<file path="src/design/prd_pkg.sv">
// Package with the constants and types of the planar row decoder.
package prd_pkg;

  localparam int MAX_WIDTH  = 512;
  localparam int MAX_HEIGHT = 1024;
  localparam int MAX_PLANES = 8;
  localparam int ROW_BYTES  = ((MAX_WIDTH + 15) / 16) * 2 * (MAX_PLANES + 1);
  localparam int ADDR_W     = $clog2(ROW_BYTES);
  localparam int FILL_W     = $clog2(ROW_BYTES + 1);
  localparam int GRP_W      = $clog2(MAX_WIDTH / 8 + 1);
  localparam int PL_W       = $clog2(MAX_PLANES + 1);

  localparam logic [2:0] REG_WIDTH    = 3'd0;
  localparam logic [2:0] REG_HEIGHT   = 3'd1;
  localparam logic [2:0] REG_PLANES   = 3'd2;
  localparam logic [2:0] REG_COMPRESS = 3'd3;
  localparam logic [2:0] REG_MASK     = 3'd4;

  localparam logic [7:0] CTRL_NOP = 8'h80;

  typedef enum logic [1:0] {
    PH_CTRL   = 2'd0,
    PH_LIT    = 2'd1,
    PH_REPEAT = 2'd2,
    PH_BAD    = 2'd3
  } phase_t;

  typedef enum logic [2:0] {
    ST_IDLE,
    ST_FILL,
    ST_EMIT_RD,
    ST_EMIT_ACC,
    ST_EMIT_OUT
  } state_t;

  // Effective geometry shared by the sequencer and the emitter.
  typedef struct packed {
    logic [9:0]        width;
    logic [10:0]       height;
    logic [PL_W-1:0]   planes;
    logic [FILL_W-1:0] plane_bytes;
    logic [FILL_W-1:0] row_len;
    logic [GRP_W-1:0]  groups;
  } geom_t;

endpackage

</file>
<file path="src/design/prd_geom.sv">
// Clamped image geometry and row length, registered from the configuration.
module prd_geom
  import prd_pkg::*;
(
  input  logic        clk,
  input  logic [9:0]  image_width,
  input  logic [10:0] image_height,
  input  logic [3:0]  plane_count,
  input  logic [1:0]  mask_mode,
  output geom_t       geom
);

  logic [9:0]        w;
  logic [10:0]       h;
  logic [PL_W-1:0]   p;
  logic [FILL_W-1:0] pb;
  logic [PL_W:0]     pm;
  logic [10:0]       wr;

  always_comb begin
    w = (image_width == '0) ? 10'd1 :
        (image_width > 10'(MAX_WIDTH)) ? 10'(MAX_WIDTH) : image_width;
    h = (image_height == '0) ? 11'd1 :
        (image_height > 11'(MAX_HEIGHT)) ? 11'(MAX_HEIGHT) : image_height;
    p = (plane_count == '0) ? PL_W'(1) :
        (plane_count > 4'(MAX_PLANES)) ? PL_W'(MAX_PLANES) : PL_W'(plane_count);
    wr = ({1'b0, w} + 11'd15) & ~11'd15;
    pb = FILL_W'(wr >> 3);
    pm = {1'b0, p} + ((mask_mode == 2'd1) ? (PL_W+1)'(1) : '0);
  end

  // Product registered for timing; user changes config only while idle, unenforced.
  always_ff @(posedge clk) begin
    geom.width       <= w;
    geom.height      <= h;
    geom.planes      <= p;
    geom.plane_bytes <= pb;
    geom.row_len     <= FILL_W'(pb * pm);
    geom.groups      <= GRP_W'((w + 10'd7) >> 3);
  end

endmodule

</file>
<file path="src/design/prd_emit.sv">
// Plane accumulator that gathers one bit from each plane into eight chunky pixels.
module prd_emit
  import prd_pkg::*;
(
  input  logic       clk,
  input  logic       clear,
  input  logic       load,
  input  logic [2:0] plane,
  input  logic [7:0] rd_data,
  output logic [7:0] pix [8]
);

  always_ff @(posedge clk) begin
    for (int i = 0; i < 8; i++) begin
      if (clear) begin
        pix[i] <= '0;
      end else if (load) begin
        pix[i][plane] <= rd_data[7-i];
      end
    end
  end

endmodule

</file>
<file path="src/design/planar_row_decoder_rle.sv">
// Top level of the planar row decoder with ByteRun1 unpacking.
//
// The block takes one body byte per beat, unpacks it when compression is on, and
// fills a 576-byte row store that is written at one address per cycle. A control
// byte is handled in the idle state alone, a literal or raw byte also passes
// through the fill state once, and a repeat byte stays in the fill state for
// each stored copy. When a row is complete the block walks the row store with
// one read port. For each group of eight pixels it reads and accumulates every
// plane in turn, then presents the result beat, held while the output stalls.
// The block is not ready for body bytes while a byte or a row is being worked on.
// A write lands in the configuration registers, then in the geometry registers.
module planar_row_decoder_rle
  import prd_pkg::*;
(
  input  logic        clk,
  input  logic        rst,
  input  logic        cfg_valid,
  output logic        cfg_ready,
  input  logic [2:0]  cfg_index,
  input  logic [10:0] cfg_data,
  input  logic        in_valid,
  output logic        in_ready,
  input  logic [7:0]  body_byte,
  output logic        out_valid,
  input  logic        out_ready,
  output logic [7:0]  pixel_0,
  output logic [7:0]  pixel_1,
  output logic [7:0]  pixel_2,
  output logic [7:0]  pixel_3,
  output logic [7:0]  pixel_4,
  output logic [7:0]  pixel_5,
  output logic [7:0]  pixel_6,
  output logic [7:0]  pixel_7,
  output logic [3:0]  valid_count,
  output logic [9:0]  row_index,
  output logic        end_of_row,
  output logic        end_of_image
);

  // Configuration registers.
  logic [9:0]  image_width;
  logic [10:0] image_height;
  logic [3:0]  plane_count;
  logic        compression_on;
  logic [1:0]  mask_mode;
  geom_t       geom;

  assign cfg_ready = 1'b1;

  always_ff @(posedge clk) begin
    if (rst) begin
      image_width    <= 10'd1;
      image_height   <= 11'd1;
      plane_count    <= 4'd1;
      compression_on <= 1'b0;
      mask_mode      <= 2'd0;
    end else if (cfg_valid) begin
      case (cfg_index)
        REG_WIDTH:    image_width    <= cfg_data[9:0];
        REG_HEIGHT:   image_height   <= cfg_data;
        REG_PLANES:   plane_count    <= cfg_data[3:0];
        REG_COMPRESS: compression_on <= cfg_data[0];
        REG_MASK:     mask_mode      <= cfg_data[1:0];
        default: ;
      endcase
    end
  end

  prd_geom u_geom (
    .clk,
    .image_width,
    .image_height,
    .plane_count,
    .mask_mode,
    .geom
  );

  // Control state.
  state_t            state, state_next;
  phase_t            phase, phase_next;
  logic [7:0]        run_left, run_left_next;
  logic [FILL_W-1:0] fill, fill_next;
  logic [9:0]        cur_row, cur_row_next;
  logic [7:0]        byte_q;
  logic [8:0]        copies, copies_next;
  logic [GRP_W-1:0]  grp, grp_next;
  logic [2:0]        plane, plane_next;

  // Row store.
  logic [7:0]        mem [ROW_BYTES];
  logic              wr_en;
  logic [ADDR_W-1:0] rd_addr;
  logic [7:0]        rd_data;

  always_ff @(posedge clk) begin
    if (wr_en) begin
      mem[fill[ADDR_W-1:0]] <= byte_q;
    end
    rd_data <= mem[rd_addr];
  end

  logic [FILL_W-1:0] fill_inc;
  logic              row_done;
  assign fill_inc = fill + FILL_W'(1);
  assign row_done = fill_inc >= geom.row_len;

  // The read address of plane p for the current group: p * plane_bytes + grp.
  always_comb begin
    rd_addr = ADDR_W'(FILL_W'(plane) * geom.plane_bytes + FILL_W'(grp));
  end

  logic       acc_clear, acc_load;
  logic [7:0] pix [8];
  logic       last_grp;
  assign last_grp = (GRP_W'(grp + GRP_W'(1)) == geom.groups);

  prd_emit u_emit (
    .clk,
    .clear   (acc_clear),
    .load    (acc_load),
    .plane,
    .rd_data,
    .pix
  );

  always_ff @(posedge clk) begin
    if (rst) begin
      state    <= ST_IDLE;
      phase    <= PH_CTRL;
      run_left <= '0;
      fill     <= '0;
      cur_row  <= '0;
      copies   <= '0;
      grp      <= '0;
      plane    <= '0;
    end else begin
      state    <= state_next;
      phase    <= phase_next;
      run_left <= run_left_next;
      fill     <= fill_next;
      cur_row  <= cur_row_next;
      copies   <= copies_next;
      grp      <= grp_next;
      plane    <= plane_next;
    end
  end

  always_ff @(posedge clk) begin
    if (in_valid && in_ready) begin
      byte_q <= body_byte;
    end
  end

  logic [10:0] row_inc;
  assign row_inc = {1'b0, cur_row} + 11'd1;

  always_comb begin
    state_next    = state;
    phase_next    = phase;
    run_left_next = run_left;
    fill_next     = fill;
    cur_row_next  = cur_row;
    copies_next   = copies;
    grp_next      = grp;
    plane_next    = plane;
    in_ready      = 1'b0;
    wr_en         = 1'b0;
    acc_clear     = 1'b0;
    acc_load      = 1'b0;
    out_valid     = 1'b0;
    case (state)
      ST_IDLE: begin
        in_ready = 1'b1;
        if (in_valid) begin
          // Decide how many copies of the byte get stored.
          copies_next = 9'd0;
          if (!compression_on) begin
            copies_next = 9'd1;
          end else if (phase == PH_LIT && run_left != '0) begin
            copies_next   = 9'd1;
            run_left_next = run_left - 8'd1;
            if (run_left == 8'd1) begin
              phase_next = PH_CTRL;
            end
          end else if (phase == PH_REPEAT) begin
            copies_next   = {1'b0, run_left};
            phase_next    = PH_CTRL;
            run_left_next = '0;
          end else if (body_byte < CTRL_NOP) begin
            phase_next    = PH_LIT;
            run_left_next = body_byte + 8'd1;
          end else if (body_byte == CTRL_NOP) begin
            phase_next    = PH_CTRL;
            run_left_next = '0;
          end else begin
            phase_next    = PH_REPEAT;
            run_left_next = 8'(9'd257 - {1'b0, body_byte});
          end
          if (copies_next != '0) begin
            state_next = ST_FILL;
          end
        end
      end
      ST_FILL: begin
        wr_en       = 1'b1;
        copies_next = copies - 9'd1;
        if (row_done) begin
          fill_next     = '0;
          phase_next    = PH_CTRL;
          run_left_next = '0;
          grp_next      = '0;
          plane_next    = '0;
          acc_clear     = 1'b1;
          state_next    = ST_EMIT_RD;
        end else begin
          fill_next = fill_inc;
          if (copies == 9'd1) begin
            state_next = ST_IDLE;
          end
        end
      end
      ST_EMIT_RD: begin
        // Read address is presented this cycle; data lands next cycle.
        state_next = ST_EMIT_ACC;
      end
      ST_EMIT_ACC: begin
        acc_load = 1'b1;
        if (PL_W'(plane) + PL_W'(1) >= geom.planes) begin
          state_next = ST_EMIT_OUT;
        end else begin
          plane_next = plane + 3'd1;
          state_next = ST_EMIT_RD;
        end
      end
      ST_EMIT_OUT: begin
        out_valid = 1'b1;
        if (out_ready) begin
          plane_next = '0;
          acc_clear  = 1'b1;
          if (last_grp) begin
            cur_row_next = (row_inc >= geom.height) ? '0 : row_inc[9:0];
            state_next   = ST_IDLE;
          end else begin
            grp_next   = grp + GRP_W'(1);
            state_next = ST_EMIT_RD;
          end
        end
      end
      default: state_next = ST_IDLE;
    endcase
  end

  // Pixels past the row end read as zero.
  logic [10:0] left;
  assign left = {1'b0, geom.width} - {1'b0, grp, 3'b000};
  assign valid_count = (left > 11'd8) ? 4'd8 : left[3:0];

  always_comb begin
    pixel_0 = (valid_count > 4'd0) ? pix[0] : '0;
    pixel_1 = (valid_count > 4'd1) ? pix[1] : '0;
    pixel_2 = (valid_count > 4'd2) ? pix[2] : '0;
    pixel_3 = (valid_count > 4'd3) ? pix[3] : '0;
    pixel_4 = (valid_count > 4'd4) ? pix[4] : '0;
    pixel_5 = (valid_count > 4'd5) ? pix[5] : '0;
    pixel_6 = (valid_count > 4'd6) ? pix[6] : '0;
    pixel_7 = (valid_count > 4'd7) ? pix[7] : '0;
  end

  assign row_index    = cur_row;
  assign end_of_row   = last_grp;
  assign end_of_image = last_grp && (row_inc >= geom.height);

`ifndef SYNTHESIS
  // Body bytes are never taken while a row is being emitted.
  a_no_in_during_emit: assert property (@(posedge clk) disable iff (rst)
    out_valid |-> !in_ready)
    else $error("input accepted during row emission");

  // A stalled result beat holds its row and group.
  a_out_hold: assert property (@(posedge clk) disable iff (rst)
    (out_valid && !out_ready) |=> (out_valid && $stable(row_index) && $stable(valid_count)))
    else $error("result beat changed while stalled");

  // The fill position is back to zero whenever a row starts emitting.
  a_fill_clear: assert property (@(posedge clk) disable iff (rst)
    out_valid |-> (fill == '0))
    else $error("fill position not cleared at row end");
`endif

endmodule

</file>
<file path="config.mk">
export PLATFORM = sky130hd
export DESIGN_NAME = planar_row_decoder_rle
export DESIGN_NICKNAME = d
export VERILOG_FILES = /design/src/design/prd_pkg.sv /design/src/design/prd_geom.sv /design/src/design/prd_emit.sv /design/src/design/planar_row_decoder_rle.sv
export SDC_FILE = /design/constraint.sdc
export NUM_CORES = 2
export LEC_CHECK = 0
export BUFFER_PORTS_ARGS = -buffer_cell sky130_fd_sc_hd__clkbuf_2
export CAP_MARGIN = 15
export CORE_MARGIN = 2
export CORE_UTILIZATION = 47
export CTS_BUF_LIST = sky130_fd_sc_hd__clkbuf_4
export CTS_CLUSTER_DIAMETER = 200
export CTS_CLUSTER_SIZE = 8
export DETAILED_ROUTE_END_ITERATION = 12
export SLEW_MARGIN = 5
export SYNTH_ARGS = -nofsm -noshare
export SYNTH_HDL_FRONTEND = slang
export SYNTH_HIERARCHICAL = 1
export SYNTH_MEMORY_MAX_BITS = 65536
export SYNTH_SLANG_ARGS = --single-unit
</file>
<file path="constraint.sdc">
create_clock -name clk -period 18.8 [get_ports clk]
set_input_delay 0 -clock clk [delete_from_list [all_inputs] [get_ports clk]]
set_output_delay 0 -clock clk [all_outputs]
set_load 0.01 [all_outputs]
</file>
==> results.md <==
* Share of power burned in the clock network at between 30% and 40%
* CP required at 20390 ps
* DP Area at around 0.20 mm²
* Crit start category: flip-flop
* Max Buffers Root-to-Sink at 4
* DRC at 0
* CP max-delay cell: dfxtp_1
* Pwr/cell area at 87.1 mW/mm²
* Clk slew on worst S/H paths at roughly 100 ps
* H-tree Lvls at 6
* Die area at a little over 0.4 mm²
* Worst path cell trace: nand2_1 -> fa_1 -> inv_1 -> fa_1 -> ha_1 -> a211o_2 -> buf_4 -> nand2_4 -> buf_4 -> buf_4 -> buf_4 -> buf_4 -> mux4_2 -> nand2_1 -> and3_1 -> a31oi_1 -> o21ai_0 -> a22oi_1
* Tcrit/Tclk final at ~45%
* Post-placement cell count at between 10k and 15k
* Initial antenna violation count at 46
* Number of vias per cell at between 6 and 7
* Final-report setup violation count at 0
* Drt wl/cell at 34.1 µm
* Crit. path cell count at 18
* Total GRT Usage at roughly a quarter
* Final HPWL DP at roughly 320000 µm
* Sequential share of power at 66.4%
* Number of buffers and inverters on the critical path at 6
* EDFF count, synth at around 4.6k
* Drt pass-1 iters at 8
* Most common cell in the synthesized netlist: edfxtp_1
* Vias in the first global route at 98.9k
* Final core occ at 50.6%
* Min Tclk post-route at between 8000 and 9000 ps
* Cell Int Power at ~14000 µW
* Max VDD drop at 0.0599 mV
* Area contributors post-synth: edfxtp_1, mux4_2, dfxtp_1
* Num ports at 110
* GPL Wtd Cong at roughly 0.84
* CTS tree: yes
* CP Capture Type: flip-flop
* Global-route wire length before repair at 753000 µm
* Total power at around 18000 µW
* I/O Buffers at about 110
* CP arrival at 9990 ps
* Detailed Route WL at approximately 530000 µm
* Root Driver: clkbuf_4
* Register bit count reported by yosys at around 4.8k
* Leak at around 0.063 µW
* Syn Std Cell Area at approximately 0.19 mm²
* Fin. max-slew vios at 0
* Final Hold Viols at 0
* Setup TNS at 0 ps
* WHS Path Cells at 6
* Fin nets at between 10k and 15k
* Synth cell count leaders: edfxtp_1, mux4_2, nor2_1, nand2_1, clkbuf_1
* CP most frequent cell: buf_4
* Worst skew pair latency at between 1500 and 2000 ps
* Async SR Flop Fraction at 0%
* Sink Count at around 4.8k
* Top cell type's share of synthesized area at 72.6%
* Cells after Synth at 9537
* Chip height at between 600 and 700 µm
* Synth area leader: edfxtp_1
* Hold crit path type: in -> reg
* Ys flop type: edfxtp_1
* Status: completed
* CP max FO at 52
* RSZ-0062 raised after global routing: no
* Post-route cell area at 0.205 mm²
* Vias at just under 100k
* Max stage delay on crit path at between 700 and 800 ps
* DR iter-0 viols at 14.9k
* Starting utilization of the core area at between 40% and 50%
* WS Path Type: reg -> reg
* Grt total ovfl at 0
* FP Rows at between 200 and 250
* Largest net degree at the start of global routing at ~190
* Core box area at between 0.4 and 0.5 mm²
* Post-Route Skew at 143 ps
* Worst slew margin at around a tenth
* Sequential-to-total area share from yosys stat at 74.7%
* R2R cell count at 18
* CTS buffer count at 671
* Switch share at 21.7%
* MaxCap Viol Count at 0
* Routed Antenna Nets at 0
* Layout Cells excl Fill at 15.7k
* Unique cell type count in the Yosys netlist at 90
* Avg Cell Area, Syn at between 20 and 25 µm²
* Switching Power at between 3000 and 4000 µW
* Fraction of layout cells with a size suffix above 1 at 24.4%
* Comb power frac at between 2 and 3%
* Post-CTS setup buffers at 0
* Crit path max-delay family: buffers and inverters
* Area Growth Syn to Fin at 7.39%
* Chip width at roughly 640 µm
* Max Clk Rate at roughly 0.12 GHz
* Slew @ Worst Pin at ~1400 ps
* Yosys Warn Count at 6
[power by group through the flow]
stage / logic (µW) / clock network, µW / registers (µW)
floorplan: 95.5 / 0 / 12300
global placement: 405 / 0 / 12100
detailed placement: 433 / 0 / 12100
CTS: 448 / 5670 / 11900
global route: 481 / 6070 / 11900
finish: 448 / 5550 / 11900
[logic make-up after synthesis]
kind of cell	synth area share, %
AO/OA/AOI/OAI	1.83
adder cells (fa/ha/maj)	0.761
other	0.00590
XOR/XNOR	0.314
multiplexers	16.0
buffers and inverters	1.84
flip-flops	74.7
AND/OR/NAND/NOR	4.53
[repair_timing]
action / CTS / global route
hold buffers: 119 / 0
resized for setup: 0 / 0
hold endpoints to repair: 160 / 0
[worst paths after layout]
kind                  startpoint               to  slack [ps]
setup reg to reg        plane[0]       rd_data[0]       10410
hold reg to reg   plane_count[3]  u_geom/geom[30]         400
setup / recovery        plane[0]       rd_data[0]       10410
hold / removal       cfg_data[8]  image_height[8]         340
[state kept, by name (all words and copies together), names as in the netlist, 9 cells and up]
register / flops
image_width: 10
mem: 4608
copies: 9
u_emit/pix: 64
row_index: 10
image_height: 11
fill: 10
u_geom/geom: 48
[tightest hold or removal path, cell delays in order]
cell,delay (ps)
dlygate4sd3_1,530
clkbuf_2,100
dlygate4sd3_1,590
nand2_1,80
a21oi_1,50
dlygate4sd3_1,550
[area by class of cell]
type	instances	area [µm²]
inverters	94	355
fillers	32600	200000
flip-flops and latches	4816	143000
diodes	24	60.1
multi-input cells	4063	45200
clock buffers	751	5640
clock inverters	52	723
repair buffers	448	3680
well taps	5428	6790
[per-layer routing]
metal | part of all wire [%] | GRT usage [%] | up-vias | routed length [µm]
li1 | - | - | 39800 | -
met1 | 40 | 37.6 | 52600 | 213000
met2 | 46 | 39.6 | 5611 | 247000
met3 | 11 | 5.33 | 862 | 56800
met4 | 3.5 | 8.44 | 6 | 18500
met5 | 0.0064 | 0 | - | 34
[stage by stage]
stage                     setup slack, ps  hold WS, ps
after detailed placement            10490          247
final                               10410          338
after CTS                           10400          131
after floorplan                     10320         98.9
after global routing                 9940          247
after global placement              10620          243
[cell usage in the layout, fill, tap and decap left out, drive strengths merged, types with 20 or more instances in the layout]
cell | Yosys | final
nand2 | 637 | 637
o21ai | 54 | 54
inv | 93 | 114
dlygate4sd3 | 0 | 118
nor2b | 62 | 62
nor2 | 695 | 695
edfxtp | 4616 | 4616
nor3 | 40 | 40
mux4 | 1283 | 1283
nand4 | 38 | 38
dfxtp | 200 | 200
diode | 0 | 24
a211oi | 35 | 35
nand2b | 86 | 86
a22oi | 33 | 33
a2111oi | 24 | 24
a21oi | 97 | 97
a311oi | 24 | 24
mux2i | 168 | 168
fa | 27 | 27
o211ai | 20 | 20
xnor2 | 35 | 35
buf | 312 | 222
and3 | 64 | 64
and2 | 86 | 86
a32oi | 20 | 20
nand3 | 168 | 168
xor2 | 30 | 30
ha | 73 | 73
a31oi | 40 | 40
clkbuf | 261 | 859
(Power assumes the default switching activity.)
